`src/design/mcpi_pkg.sv`:
```
// Package: shared types and constants for the multi-channel PI position controller.
`default_nettype none

package mcpi_pkg;

    // Number of hardware lanes (channels carried by one word)
    localparam int LANES      = 4;
    localparam int POS_W      = 12;
    localparam int GAIN_W     = 16;
    localparam int CLAMP_W    = 32;
    localparam int PERIOD_W   = 16;
    localparam int DUTY_W     = 16;
    localparam int CFG_IDX_W  = 3;
    localparam int CFG_DATA_W = 32;
    localparam int IN_DATA_W  = 2 * LANES * POS_W;
    localparam int OUT_DATA_W = LANES * DUTY_W;

    // Configuration register indexes
    typedef enum logic [CFG_IDX_W-1:0] {
        REG_PROP_GAIN     = 3'd0,
        REG_INTEGRAL_GAIN = 3'd1,
        REG_INTEG_UPPER   = 3'd2,
        REG_INTEG_LOWER   = 3'd3,
        REG_PERIOD_LEN    = 3'd4
    } cfg_reg_t;

    // Reset values of the configuration registers
    localparam logic [GAIN_W-1:0]          PROP_GAIN_RST     = 16'd16384;
    localparam logic [GAIN_W-1:0]          INTEGRAL_GAIN_RST = 16'd328;
    localparam logic signed [CLAMP_W-1:0]  INTEG_UPPER_RST   = 32'sd16777216;
    localparam logic signed [CLAMP_W-1:0]  INTEG_LOWER_RST   = -32'sd16777216;
    localparam logic [PERIOD_W-1:0]        PERIOD_LEN_RST    = 16'd1024;

    // Stage load strobes shared by all lanes
    typedef struct packed {
        logic load_prod;   // stage 0: error products
        logic load_acc;    // stage 1: integrator sum and clamp
        logic load_ctl;    // stage 2: scaled control value
        logic load_out;    // stage 3: merged output word
        logic integ_upd;   // integrator takes the clamped sum
    } lane_ctrl_t;

endpackage

`default_nettype wire

```
`src/design/mcpi_lane.sv`:
```
// One controller lane: error products, clamped integrator, scaling and duty clamp.
`default_nettype none

module mcpi_lane #(
    parameter int FRAC_BITS = 15
) (
    input  logic                                 clk,
    input  logic                                 rst_n,
    input  mcpi_pkg::lane_ctrl_t                 ctrl,
    input  logic [mcpi_pkg::POS_W-1:0]           target,
    input  logic [mcpi_pkg::POS_W-1:0]           measured,
    input  logic [mcpi_pkg::GAIN_W-1:0]          prop_gain,
    input  logic [mcpi_pkg::GAIN_W-1:0]          integral_gain,
    input  logic signed [mcpi_pkg::CLAMP_W-1:0]  integ_upper,
    input  logic signed [mcpi_pkg::CLAMP_W-1:0]  integ_lower,
    input  logic [mcpi_pkg::PERIOD_W-1:0]        period_len,
    output logic [mcpi_pkg::DUTY_W-1:0]          duty
);

    localparam int ERR_W  = mcpi_pkg::POS_W + 1;
    localparam int PROD_W = mcpi_pkg::GAIN_W + 1 + ERR_W;
    localparam int SUM_W  = mcpi_pkg::CLAMP_W + 1;
    localparam int LVL_W  = SUM_W + 1;
    localparam logic signed [SUM_W-1:0] RND = SUM_W'((64'd1 << FRAC_BITS) - 64'd1);

    // Stage 0: error and the two gain products
    logic signed [ERR_W-1:0]  err;
    logic signed [PROD_W-1:0] prop_next;
    logic signed [PROD_W-1:0] iprod_next;
    logic signed [PROD_W-1:0] prop0_reg;
    logic signed [PROD_W-1:0] iprod0_reg;

    assign err        = $signed({1'b0, target}) - $signed({1'b0, measured});
    assign prop_next  = $signed({1'b0, prop_gain}) * err;
    assign iprod_next = $signed({1'b0, integral_gain}) * err;

    always_ff @(posedge clk)
    begin
        if (ctrl.load_prod)
        begin
            prop0_reg  <= prop_next;
            iprod0_reg <= iprod_next;
        end
    end

    // Stage 1: integrator add with anti-windup clamp (upper tested first)
    logic signed [mcpi_pkg::CLAMP_W-1:0] integ_reg;
    logic signed [mcpi_pkg::CLAMP_W-1:0] integ_next;
    logic signed [SUM_W-1:0]             acc_sum;
    logic signed [PROD_W-1:0]            prop1_reg;
    logic signed [mcpi_pkg::CLAMP_W-1:0] acc1_reg;

    assign acc_sum = SUM_W'(integ_reg) + SUM_W'(iprod0_reg);

    always_comb
    begin
        if (acc_sum > SUM_W'(integ_upper))
        begin
            integ_next = integ_upper;
        end
        else if (acc_sum < SUM_W'(integ_lower))
        begin
            integ_next = integ_lower;
        end
        else
        begin
            integ_next = acc_sum[mcpi_pkg::CLAMP_W-1:0];
        end
    end

    always_ff @(posedge clk or negedge rst_n)
    begin
        if (!rst_n)
        begin
            integ_reg <= '0;
        end
        else if (ctrl.integ_upd)
        begin
            integ_reg <= integ_next;
        end
    end

    always_ff @(posedge clk)
    begin
        if (ctrl.load_acc)
        begin
            prop1_reg <= prop0_reg;
            acc1_reg  <= integ_next;
        end
    end

    // Stage 2: sum and divide by 2^FRAC_BITS, truncating toward zero
    logic signed [SUM_W-1:0] pi_sum;
    logic signed [SUM_W-1:0] pi_biased;
    logic signed [SUM_W-1:0] ctl_next;
    logic signed [SUM_W-1:0] ctl_reg;

    assign pi_sum    = SUM_W'(prop1_reg) + SUM_W'(acc1_reg);
    assign pi_biased = pi_sum[SUM_W-1] ? (pi_sum + RND) : pi_sum;
    assign ctl_next  = pi_biased >>> FRAC_BITS;

    always_ff @(posedge clk)
    begin
        if (ctrl.load_ctl)
        begin
            ctl_reg <= ctl_next;
        end
    end

    // Centering on half the period and clamp to 0..period-1
    logic signed [LVL_W-1:0] level;
    logic signed [LVL_W-1:0] period_ext;

    assign period_ext = $signed({{(LVL_W - mcpi_pkg::PERIOD_W){1'b0}}, period_len});
    assign level      = LVL_W'(ctl_reg)
                      + $signed({{(LVL_W - mcpi_pkg::PERIOD_W + 1){1'b0}},
                                 period_len[mcpi_pkg::PERIOD_W-1:1]});

    always_comb
    begin
        if (period_len == '0)
        begin
            duty = '0;
        end
        else if (level >= period_ext)
        begin
            duty = period_len - 1'b1;
        end
        else if (level < LVL_W'(1))
        begin
            duty = '0;
        end
        else
        begin
            duty = level[mcpi_pkg::DUTY_W-1:0];
        end
    end

endmodule

`default_nettype wire

```
`config.mk`:
```
export PLATFORM = sky130hd
export DESIGN_NAME = mcpi_lane
export DESIGN_NICKNAME = d
export VERILOG_FILES = /design/src/design/mcpi_pkg.sv /design/src/design/mcpi_lane.sv
export SDC_FILE = /design/constraint.sdc
export NUM_CORES = 1
export LEC_CHECK = 0
export BUFFER_PORTS_ARGS = -buffer_cell sky130_fd_sc_hd__buf_2
export CAP_MARGIN = 20
export CORE_UTILIZATION = 25
export CTS_BUF_LIST = sky130_fd_sc_hd__clkbuf_16
export CTS_CLUSTER_DIAMETER = 150
export DETAILED_ROUTE_END_ITERATION = 12
export SYNTH_ARGS = -nofsm -noshare
export SYNTH_HDL_FRONTEND = slang
export SYNTH_SLANG_ARGS = --single-unit
```
`constraint.sdc`:
```
create_clock -name clk -period 12.6 [get_ports clk]
set_clock_uncertainty 0.1 [all_clocks]
set_input_delay 0.63 -clock clk [delete_from_list [all_inputs] [get_ports clk]]
set_output_delay 0.63 -clock clk [all_outputs]
set_load 0.02 [all_outputs]
```
==> impl_results.md <==
- Die Span Y: ~340 um
- Initial antenna violation count: 14
- Grt total ovfl: 0
- Starting density of the core: 0.252
- Number of global-route vias before repair: 22400
- Main combinational cell family by area after synthesis: adder cells
- R2r setup slk: ~5.5 ns
- Top-count cell post-synth: inv_1
- Post-Synth Simple-Gate Area: 0.165
- Htree depth: 4
- Area grow syn2layout: 10.6%
- Yosys cell types: 95
- Largest net degree at the start of global routing: 67
- Critical path arrival: just over 9 ns
- Critical path buffers and inverters: 6
- Number of synthesized flops with an enable pin: 140
- CTS resizes: 0
- GP Congestion: 0.914
- Die area: roughly 110000 um^2
- Synth Area in Compound Gates: 0.126
- Core area: roughly 110000 um^2
- Rows: about 120
- Minimum clock period: ~9 ns
- DRT Wirelength: between 70 and 80 mm
- Synth Area in XOR/XNOR: 0.0422
- First-pass GRT wire length: 124 mm
- Worst Tran Pin Value: 1.14 ns
- DR DRC count: 0
- Syn nets: slightly below 4000
- Routed vias: between 20000 and 25000
- Synth Area in Adders: 0.387
- Cts hold-fix bufs: 0
- Initial DRC count: 1300
- Most frequent cells after synthesis: 466 x inv_1, 379 x ha_1, 314 x nand2_1
- Max clock buf depth: 2
- Synth Warn #: 0
- Post-synth top flop: edfxtp_1
- CTS root buffer: clkbuf_16
- Hold WC Path Type: input pin to async pin
- Detailed placer's ending HPWL: just over 60 mm
- Setup TNS Final: 0 ns
- Sequential element share of the synthesized area: 0.176
- Post-CTS setup buffer count: 0
- Gr usage total: 0.135
- CTS tree: built
- Post-synth ARST share: 0.186
- Tcrit/Tclk final: 0.716
- Per-cell routed wire length: around 16 um
- Largest area contributor in the synthesized netlist: fa_1
- Peak Freq: between 0.1 and 0.15 GHz
- Max-slew violation count: 0
- Fin nets: 4029
- Max_cap viols: 0
- Number of synthesized register bits: about 170
- # fillers: approximately 12000
- CP most frequent cell: fa_1
- First-pass detailed-route iteration total: 5
- Netlist Area Pre-Place: between 20000 and 30000 um^2
- Crit path kind: input pin to flip-flop
- Largest cells by area after synthesis: fa_1 22%, ha_1 17%, edfxtp_1 15%
- Drt via density: approximately 4.8
- Slew margin rel.: 0.238
- Ports: about 160
- Slowest CP cell: buf_4
- Yosys top cell area share: 0.220
- RSZ-0062 raised after global routing: false
- CTS Buf Count: 17
- Syn_area_per_cell: 9.08 um^2
- I/O Buffers: 157
- Data required time at the worst endpoint: around 13 ns
- Syn Inst Count: 3127
- Clock sink count: between 150 and 200
- Layout cells sized above 1: 0.0910
- Mux share of post-synthesis cell area: 0.0236
- Die width: 339 um
- Slowest Stage Delay on Critical Path: around 0.51 ns
- Worst-skew pair later-pin latency: 0.45 ns
- Reg clk slew, reported paths: 0.08 ns
- Crit path launch type: input pin
- Worst path top cell family by delay: compound AO/OA/AOI/OAI gates
- Fin. Hold Viols: 0
- Status: complete, no violations
- Antenna Nets Post-Route: 0
- Crit Path Max Fanout: 32
- CP endpoint kind: flip-flop
- Final setup vio count: 0
==> worst paths after layout <==
kind                                 end     startpoint  cells after the start
min reg2reg                 prop1_reg[3]   prop0_reg[3]                      0
min                        integ_reg[18]          rst_n                      1
max in group asynchronous   integ_reg[6]          rst_n                      1
max reg2reg                 acc1_reg[26]  iprod0_reg[0]                     23
max                        prop0_reg[28]    measured[1]                     33
min in group clk            prop1_reg[3]   prop0_reg[3]                      0
==> stage by stage <==
step           worst slack (ns)  instances  instance area (um^2)  hold slack, ns   util
5_1_grt                    2.83       4712                 31400           0.282  0.279
6_report                   3.58       4716                 31400           0.229  0.279
3_3_place_gp               3.24       4676                 30700           0.301  0.273
3_5_place_dp               3.22       4676                 30700           0.305  0.273
2_1_floorplan              4.40       3127                 28400           0.234      -
4_1_cts                    3.66       4708                 31400           0.239  0.279
==> final cells by class <==
type                    instances  area (um^2)  area share
well taps                    1500         1880      0.0598
clock buffers                  17          425      0.0135
flip-flops and latches        172         5000       0.159
inverters                     466         1750      0.0557
repair buffers                179          951      0.0303
clock inverters                15          219     0.00697
diodes                          8         20.0    0.000637
multi-input cells            2359        21200       0.674
==> worst register-to-register path, delay by kind of cell (launching register included) <==
kind,cells,cell delay [ns]
AO/OA/AOI/OAI,14,3.53
XOR/XNOR,1,0.17
adder cells (fa/ha/maj),3,0.95
flip-flops,1,0.43
AND/OR/NAND/NOR,5,1.59
==> cell families (layout without fill, tap and decap cells) <==
family / after synthesis / in the layout
simple gates: 943 / 943
buf+inv: 596 / 677
other cells: 0 / 8
xor+xnor: 136 / 136
flops: 172 / 172
compound gates: 526 / 526
mux: 63 / 63
fa+ha+maj: 691 / 691
==> placed cells by master (no fill, tap or decap), types with 32 or more instances in the layout <==
cell	instances
a21o_1	75
nand3_1	95
nor3_1	56
nor2b_1	57
buf_2	157
a21oi_1	142
xor2_1	37
ha_1	379
mux2i_1	32
nand2b_1	77
inv_1	466
a31oi_1	32
xnor2_1	97
edfxtp_1	140
fa_1	312
o21ai_0	64
and2_1	60
dfrtp_1	32
nor2_1	127
and3_1	45
nand2_1	314
==> per-layer routing <==
| layer | track usage | part of all wire | vias up |
|---|---|---|---|
| met5 | 0 | 0.00078 | - |
| met4 | 0.0400 | 0.024 | 10 |
| met3 | 0.0145 | 0.045 | 100 |
| met2 | 0.214 | 0.44 | 545 |
| met1 | 0.191 | 0.49 | 11000 |
| li1 | - | - | 10700 |
Power is left out: the tool's default activity adds up to more than one toggle a clock period on the data nets, which glitch-free logic cannot reach.
