File: src/design/mcpi_pkg.sv
// Package: shared types and constants for the multi-channel PI position controller.
`default_nettype none

package mcpi_pkg;

    // Number of hardware lanes (channels carried by one word)
    localparam int LANES      = 4;
    localparam int POS_W      = 12;
    localparam int GAIN_W     = 16;
    localparam int CLAMP_W    = 32;
    localparam int PERIOD_W   = 16;
    localparam int DUTY_W     = 16;
    localparam int CFG_IDX_W  = 3;
    localparam int CFG_DATA_W = 32;
    localparam int IN_DATA_W  = 2 * LANES * POS_W;
    localparam int OUT_DATA_W = LANES * DUTY_W;

    // Configuration register indexes
    typedef enum logic [CFG_IDX_W-1:0] {
        REG_PROP_GAIN     = 3'd0,
        REG_INTEGRAL_GAIN = 3'd1,
        REG_INTEG_UPPER   = 3'd2,
        REG_INTEG_LOWER   = 3'd3,
        REG_PERIOD_LEN    = 3'd4
    } cfg_reg_t;

    // Reset values of the configuration registers
    localparam logic [GAIN_W-1:0]          PROP_GAIN_RST     = 16'd16384;
    localparam logic [GAIN_W-1:0]          INTEGRAL_GAIN_RST = 16'd328;
    localparam logic signed [CLAMP_W-1:0]  INTEG_UPPER_RST   = 32'sd16777216;
    localparam logic signed [CLAMP_W-1:0]  INTEG_LOWER_RST   = -32'sd16777216;
    localparam logic [PERIOD_W-1:0]        PERIOD_LEN_RST    = 16'd1024;

    // Stage load strobes shared by all lanes
    typedef struct packed {
        logic load_prod;   // stage 0: error products
        logic load_acc;    // stage 1: integrator sum and clamp
        logic load_ctl;    // stage 2: scaled control value
        logic load_out;    // stage 3: merged output word
        logic integ_upd;   // integrator takes the clamped sum
    } lane_ctrl_t;

endpackage

`default_nettype wire

File: src/design/mcpi_ctrl.sv
// Pipeline control: stage valid bits, per-stage load strobes and stream handshakes.
`default_nettype none

module mcpi_ctrl (
    input  logic                 clk,
    input  logic                 rst_n,
    input  logic                 s_tvalid,
    output logic                 s_tready,
    output logic                 m_tvalid,
    input  logic                 m_tready,
    output mcpi_pkg::lane_ctrl_t lane_ctrl
);

    localparam int STAGES = 4;

    logic [STAGES-1:0] vld_reg;
    logic [STAGES-1:0] vld_next;
    logic [STAGES-1:0] en;

    // A stage loads when empty or when its word moves on
    always_comb
    begin
        en[STAGES-1] = !vld_reg[STAGES-1] || m_tready;
        for (int k = STAGES - 2; k >= 0; k--)
        begin
            en[k] = !vld_reg[k] || en[k+1];
        end
    end

    always_comb
    begin
        vld_next[0] = en[0] ? s_tvalid : vld_reg[0];
        for (int k = 1; k < STAGES; k++)
        begin
            vld_next[k] = en[k] ? vld_reg[k-1] : vld_reg[k];
        end
    end

    always_ff @(posedge clk or negedge rst_n)
    begin
        if (!rst_n)
        begin
            vld_reg <= '0;
        end
        else
        begin
            vld_reg <= vld_next;
        end
    end

    assign s_tready = en[0];
    assign m_tvalid = vld_reg[STAGES-1];

    assign lane_ctrl.load_prod = en[0];
    assign lane_ctrl.load_acc  = en[1];
    assign lane_ctrl.load_ctl  = en[2];
    assign lane_ctrl.load_out  = en[3];
    // integrator advances once per word leaving stage 0
    assign lane_ctrl.integ_upd = en[1] && vld_reg[0];

endmodule

`default_nettype wire
File: config.mk
export PLATFORM = sky130hd
export DESIGN_NAME = mcpi_ctrl
export DESIGN_NICKNAME = d
export VERILOG_FILES = /design/src/design/mcpi_pkg.sv /design/src/design/mcpi_ctrl.sv
export SDC_FILE = /design/constraint.sdc
export NUM_CORES = 1
export LEC_CHECK = 0
export BUFFER_PORTS_ARGS = -buffer_cell sky130_fd_sc_hd__buf_2
export CORE_AREA = 2 2 39 41
export CTS_CLUSTER_DIAMETER = 80
export DETAILED_ROUTE_END_ITERATION = 6
export DIE_AREA = 0 0 41 43
export PLACE_DENSITY = 0.35
export REMOVE_ABC_BUFFERS = 1
export SYNTH_ARGS = -nofsm -noshare
export SYNTH_HDL_FRONTEND = slang
export SYNTH_SLANG_ARGS = --single-unit
File: constraint.sdc
create_clock -name clk -period 1.22 [get_ports clk]
set_input_delay 0.183 -clock clk [delete_from_list [all_inputs] [get_ports clk]]
set_output_delay 0.183 -clock clk [all_outputs]
set_load 0.05 [all_outputs]
==> metrics.md, run 1 <==
| Metric | Value |
|---|---|
| Fin nets | `37` |
| Clk root buf | `clkbuf_4` |
| Sw power | `approximately 180 uW` |
| Crit path max-delay family | `simple AND/OR/NAND/NOR gates` |
| Final setup fails | `4` |
| RSZ-0062 raised after global routing | `yes` |
| Yosys top cell area share | `~57%` |
| Tot GR Track Use | `under 10%` |
| Startpoint types | `flip-flop` |
| Dpl hpwl | `around 280 um` |
| R2r startpoint | `vld_reg[1]` |
| Most frequent cells in the layout | `buf_2, buf_4, dfrtp_1, nand2b_1, clkbuf_4` |
| P&R area growth vs syn | `87.1%` |
| WP data arrival | `roughly 1200 ps` |
| FF+latch count, synth | `4` |
| Ratio of cells with drive above 1 in the final layout | `64.5%` |
| CP Max Fanout | `3` |
| Leak pwr | `between 0.00015 and 0.0002 uW` |
| Max_cap viols | `0` |
| Core Area | `around 1400 um^2` |
| # rows | `14` |
| First-pass GRT wire length | `between 600 and 700 um` |
| Grt total ovfl | `0` |
| Worst Setup End Kind | `output port` |
| Cells after DPL | `41` |
| Ranking of synthesized cells by area | `dfrtp_1, nand2b_1, and4b_2` |
| GPL Wtd Cong | `between 0.6 and 0.7` |
| Worst Path Required | `roughly 1000 ps` |
| Clk pwr share | `32.4%` |
| Yosys warns | `0` |
| Clk Latency, worst-skew pair | `between 200 and 250 ps` |
| Max clock buf depth | `2` |
| Inserted Clock Buffers | `3` |
| Vias per inst | `~3.5` |
| Gate Count Post-Synth | `15` |
| Post-Syn Area | `about 180 um^2` |
| Max stage delay on crit path | `approximately 360 ps` |
| CP cell instances | `and4b_2 -> inv_2 -> and2_4 -> buf_8` |
| ANT cells | `0` |
| Wirelength per Cell | `between 9 and 10 um` |
| Die width | `approximately 41 um` |
| Syn Area/Cell | `11.7 um^2` |
| Final slew viol count | `0` |
| Non-filler cells, final | `between 40 and 50` |
| DRT antenna net count | `0` |
| Critical Path Source | `vld_reg[1]` |
| PortBufs | `10` |
| Relative slew slack | `83.5%` |
| Post-synthesis cell type count | `9` |
| DRC | `0` |
| Fmax | `~700 MHz` |
| Hold Crit Class | `in2reg` |
| Sequential share of power | `~30%` |
| Vias | `166` |
| Peak VDD IR | `~0.00054 V` |
| PD cells | `around 1600 nW/um^2` |
| Final Hold Fails | `0` |
| Placed cell area | `~250 um^2` |
| Tcrit/Tclk final | `114%` |
| Iter 0 DRT Violations | `1` |
| Number of flip-flops in the largest register | `4` |
| Clk_skew | `7.86 ps` |
| CTS sink cnt | `4` |
| Buffers and inverters on the worst path | `2` |
| Switching Fraction | `35.7%` |
| Combinational share of power | `between 30% and 40%` |
| Fill count | `between 150 and 200` |
| Clock transition at path regs | `roughly 40 ps` |
| Vias in the first global route | `around 160` |
| Tightest Pin Transition | `between 200 and 250 ps` |
| Initial Util | `12.7%` |
| P_int | `approximately 330 uW` |
| Power, Total | `between 500 and 600 uW` |
| IO Pins | `11` |
| Final WL | `between 400 and 500 um` |
| Iteration count of the initial detailed-routing pass | `2` |
| Hold path start | `s_tvalid` |
| CP max stage cell | `dfrtp_1` |
| Status | `finished with violations` |
| Kind of critical path | `reg2out` |
| Seq/Total Area, Yosys | `between 50% and 60%` |
| Die ar. | `around 1800 um^2` |
| Largest net degree at the start of global routing | `5` |
| Failing checks | `setup timing` |
| Cell taking the most area after synthesis | `dfrtp_1` |
| CTS tree | `built` |
| Die Y | `43 um` |
| Min cycle time layout | `between 1000 and 1500 ps` |
| H-Tree Depth | `1` |
| Cell area after layout | `about 330 um^2` |
| Final worst slack | `-171 ps` |
| Initial antenna violation count | `0` |
power by group through the flow:
stage	registers (uW)	clock network (uW)	logic (uW)
floorplan	166	0	106
global placement	155	0	152
detailed placement	156	0	154
CTS	154	178	188
global route	156	192	207
finish	154	167	195
path summary, 6_finish.rpt:
| path | slack [ps] | depth (start not counted) | endpoint |
|---|---|---|---|
| max | -170 | 4 | lane_ctrl[0] |
| min | 120 | 2 | vld_reg[0] |
| max reg2reg | 270 | 4 | vld_reg[1] |
| min reg2reg | 460 | 1 | vld_reg[2] |
| max in group asynchronous | 800 | 2 | vld_reg[2] |
| min in group asynchronous | 290 | 2 | vld_reg[3] |
metal layers:
| metal | wire (um) | vias up | global-route usage, % |
|---|---|---|---|
| li1 | - | 79 | - |
| met1 | 197 | 76 | 7.17 |
| met2 | 175 | 11 | 7.19 |
| met3 | 52 | 0 | 5.24 |
| met4 | 0 | 0 | 8.00 |
| met5 | 0 | - | 0 |
Yosys cell counts:
cell type / number
a21o_1: 1
nand3b_1: 1
nand2b_1: 4
nand2_1: 1
buf_4: 1
and4b_2: 1
dfrtp_1: 4
and2_4: 1
inv_2: 1
stage by stage:
stage	hold slack (ps)	setup TNS, ps	util, %	setup slack (ps)
6_report	120	-531	23.7	-171
3_3_place_gp	-10.5	-23.0	17.7	-23.0
3_5_place_dp	-7.49	-42.9	17.7	-42.9
5_1_grt	116	-870	23.7	-234
4_1_cts	111	-761	22.8	-198
2_1_floorplan	-113	-1940	-	-498
final cells by class:
class	instances	area [um^2]	area share, %
clock buffers	3	22.5	6.87
repair buffers	14	110	33.6
flip-flops and latches	4	100	30.5
well taps	16	20.0	6.11
inverters	1	3.75	1.15
multi-input cells	9	71.3	21.8
cell families (layout without fill, tap and decap cells):
logic type | after synthesis | count (layout) | synth area share [%]
DFF | 4 | 4 | 57.1
buffers and inverters | 2 | 18 | 6.43
and+or+nand+nor | 8 | 8 | 32.1
AOI/OAI and AO/OA | 1 | 1 | 4.29
timing repair:
item	CTS	global route
hold endpoints to repair	4	0
buffers inserted	2	0
endpoints found under the setup margin	6	6
hold buffers	1	0
pin swaps	1	1
resized for setup	7	5
Note: power is estimated with default switching activity, not from simulation.
==> run 2, diff against run 1 <==
CTS_CLUSTER_SIZE = 20   (was default)
TNS_END_PERCENT = 5   (was default)
==> metrics.md, run 2 (synthesis results as in run 1) <==
| Metric | Value |
|---|---|
| Vias | `163 (-1.8%)` |
| Placed cell area | `245 um^2 (unchanged)` |
| Tightest Pin Transition | `250 ps (-0.00119 ps)` |
| Ratio of cells with drive above 1 in the final layout | `63.3% (-1.2 points)` |
| Max stage delay on crit path | `360 ps (about the same)` |
| Die ar. | `1760 um^2 (unchanged)` |
| Min cycle time layout | `1400 ps (+7.54 ps)` |
| Worst Path Required | `1040 ps (about the same)` |
| Largest net degree at the start of global routing | `5 (unchanged)` |
| Final WL | `423 um (-0.24%)` |
| Max_cap viols | `0 (unchanged)` |
| First-pass GRT wire length | `683 um (unchanged)` |
| Final slew viol count | `0 (unchanged)` |
| Final setup fails | `5 (+1)` |
| Number of flip-flops in the largest register | `4 (unchanged)` |
| Startpoint types | `flip-flop` |
| Peak VDD IR | `0.000543 V (about the same)` |
| CP max stage cell | `dfrtp_1` |
| P_int | `328 uW (-1.3%)` |
| Non-filler cells, final | `46 (-2.1%)` |
| Buffers and inverters on the worst path | `2 (unchanged)` |
| Metal1 wirelength | `202 um (+2.5%)` |
| Final Hold Fails | `0 (unchanged)` |
| CTS tree | `built` |
| Iteration count of the initial detailed-routing pass | `2 (unchanged)` |
| Die Y | `43 um (unchanged)` |
| R2r setup slk | `270 ps (about the same)` |
| Tcrit/Tclk final | `115% (+0.62 points)` |
| Kind of critical path | `reg2out` |
| Clk Latency, worst-skew pair | `240 ps (about the same)` |
| PD cells | `1600 nW/um^2 (+1.4%)` |
| Sequential share of power | `30.2% (+0.3 points)` |
| Grt total ovfl | `0 (unchanged)` |
| Clk pwr share | `32.7% (+0.3 points)` |
| GPL Wtd Cong | `0.616 (unchanged)` |
| Wirelength per Cell | `9.20 um (+1.9%)` |
| # rows | `14 (unchanged)` |
| Core Area | `1380 um^2 (unchanged)` |
| Clock transition at path regs | `40 ps (about the same)` |
| Commonest non-fill, non-tap cell in the layout | `buf_2` |
| CP cell instances | `and4b_2 -> inv_2 -> and2_4 -> buf_8` |
| Die width | `41 um (unchanged)` |
| Failing checks | `setup timing` |
| Initial antenna violation count | `0 (unchanged)` |
| Crit path max-delay family | `simple AND/OR/NAND/NOR gates` |
| Vias in the first global route | `157 (-1.3%)` |
| CTS sink cnt | `4 (unchanged)` |
| Inserted Clock Buffers | `3 (unchanged)` |
| DRC | `0 (unchanged)` |
| Top Layer Used | `met3` |
| Cells after DPL | `41 (unchanged)` |
| Sw power | `184 uW (-0.35%)` |
| Vias per inst | `3.54 (+0.33%)` |
| H-Tree Depth | `1 (unchanged)` |
| Leak pwr | `0.000153 uW (-2.9%)` |
| DRT antenna net count | `0 (unchanged)` |
| Relative slew slack | `83.5% (about the same)` |
| Fill count | `154 (-0.65%)` |
| Power, Total | `511 uW (-0.96%)` |
| PortBufs | `10 (unchanged)` |
| Status | `finished with violations` |
| Tot GR Track Use | `6.75% (unchanged)` |
| Cell area after layout | `320 um^2 (-2.3%)` |
| Clk_skew | `7.89 ps (+0.0319 ps)` |
| Fin nets | `36 (-2.7%)` |
| Combinational share of power | `37.1% (-0.6 points)` |
| Clk root buf | `clkbuf_4` |
| RSZ-0062 raised after global routing | `yes` |
| Met3 wire len | `52 um (unchanged)` |
| CP Max Fanout | `3 (unchanged)` |
| Fmax | `715 MHz (-0.54%)` |
| Initial Util | `12.7% (unchanged)` |
| IO Pins | `11 (unchanged)` |
| Hold Crit Class | `in2reg` |
| Worst Setup End Kind | `output port` |
| Final worst slack | `-179 ps (-7.54 ps)` |
| DR WL met2 | `168 um (-4.0%)` |
| WP data arrival | `1220 ps (about the same)` |
| Dpl hpwl | `280 um (unchanged)` |
| Switching Fraction | `35.9% (+0.22 points)` |
| P&R area growth vs syn | `82.9%` |
| Max clock buf depth | `2 (unchanged)` |
| Iter 0 DRT Violations | `1 (unchanged)` |
| Most frequent cells in the layout | `buf_2, buf_4, dfrtp_1, nand2b_1, clkbuf_4` |
| ANT cells | `0 (unchanged)` |
==> run 2: final timing paths <==
check	cells past startpoint	to	startpoint
min in group asynchronous	2	vld_reg[3]	rst_n
worst max register to register	4	vld_reg[1]	vld_reg[1]
worst max-delay path	4	lane_ctrl[0]	vld_reg[1]
worst min register to register	1	vld_reg[2]	vld_reg[1]
max in group asynchronous	2	vld_reg[2]	rst_n
worst min-delay path	2	vld_reg[0]	s_tvalid
==> run 2: metrics by stage <==
stage	worst slack (ps)	utilization, %	setup TNS (ps)	hold WS [ps]
after floorplan	-498	-	-1940	-113
after detailed placement	-42.9	17.7	-42.9	-7.49
after CTS	-198	22.2	-765	111
after global routing	-234	23.1	-881	116
after global placement	-23.0	17.7	-23.0	-10.5
final	-179	23.1	-568	120
==> run 2: power by group through the flow <==
stage          registers [uW]  logic (uW)  clock network (uW)
6_report                  154         190                 167
5_1_grt                   156         201                 192
4_1_cts                   154         182                 178
3_5_place_dp              156         154                   0
3_3_place_gp              155         152                   0
2_1_floorplan             166         106                   0
==> run 2: final cells by class <==
cell class	instances	area, um^2	area share (%)
Multi-Input combinational cell	9	71.3	22.3
Inverter	1	3.75	1.17
Clock buffer	3	22.5	7.03
Tap cell	16	20.0	6.25
Timing Repair Buffer	13	103	32.0
Sequential cell	4	100	31.3
==> run 2: timing repair <==
action | 4_1_cts | 5_1_grt
endpoints found under the setup margin | 6 | 6
pin swaps | 1 | 1
cloned | 0 | 0
setup buffers | 1 | 0
hold endpoints to repair | 4 | 0
resized for setup | 7 | 5
hold buffers | 1 | 0
==> run 2: layer usage <==
metal	vias to the layer above	track usage, %
li1	78	-
met1	74	7.17
met2	11	7.19
met3	0	5.24
met4	0	8.00
met5	-	0
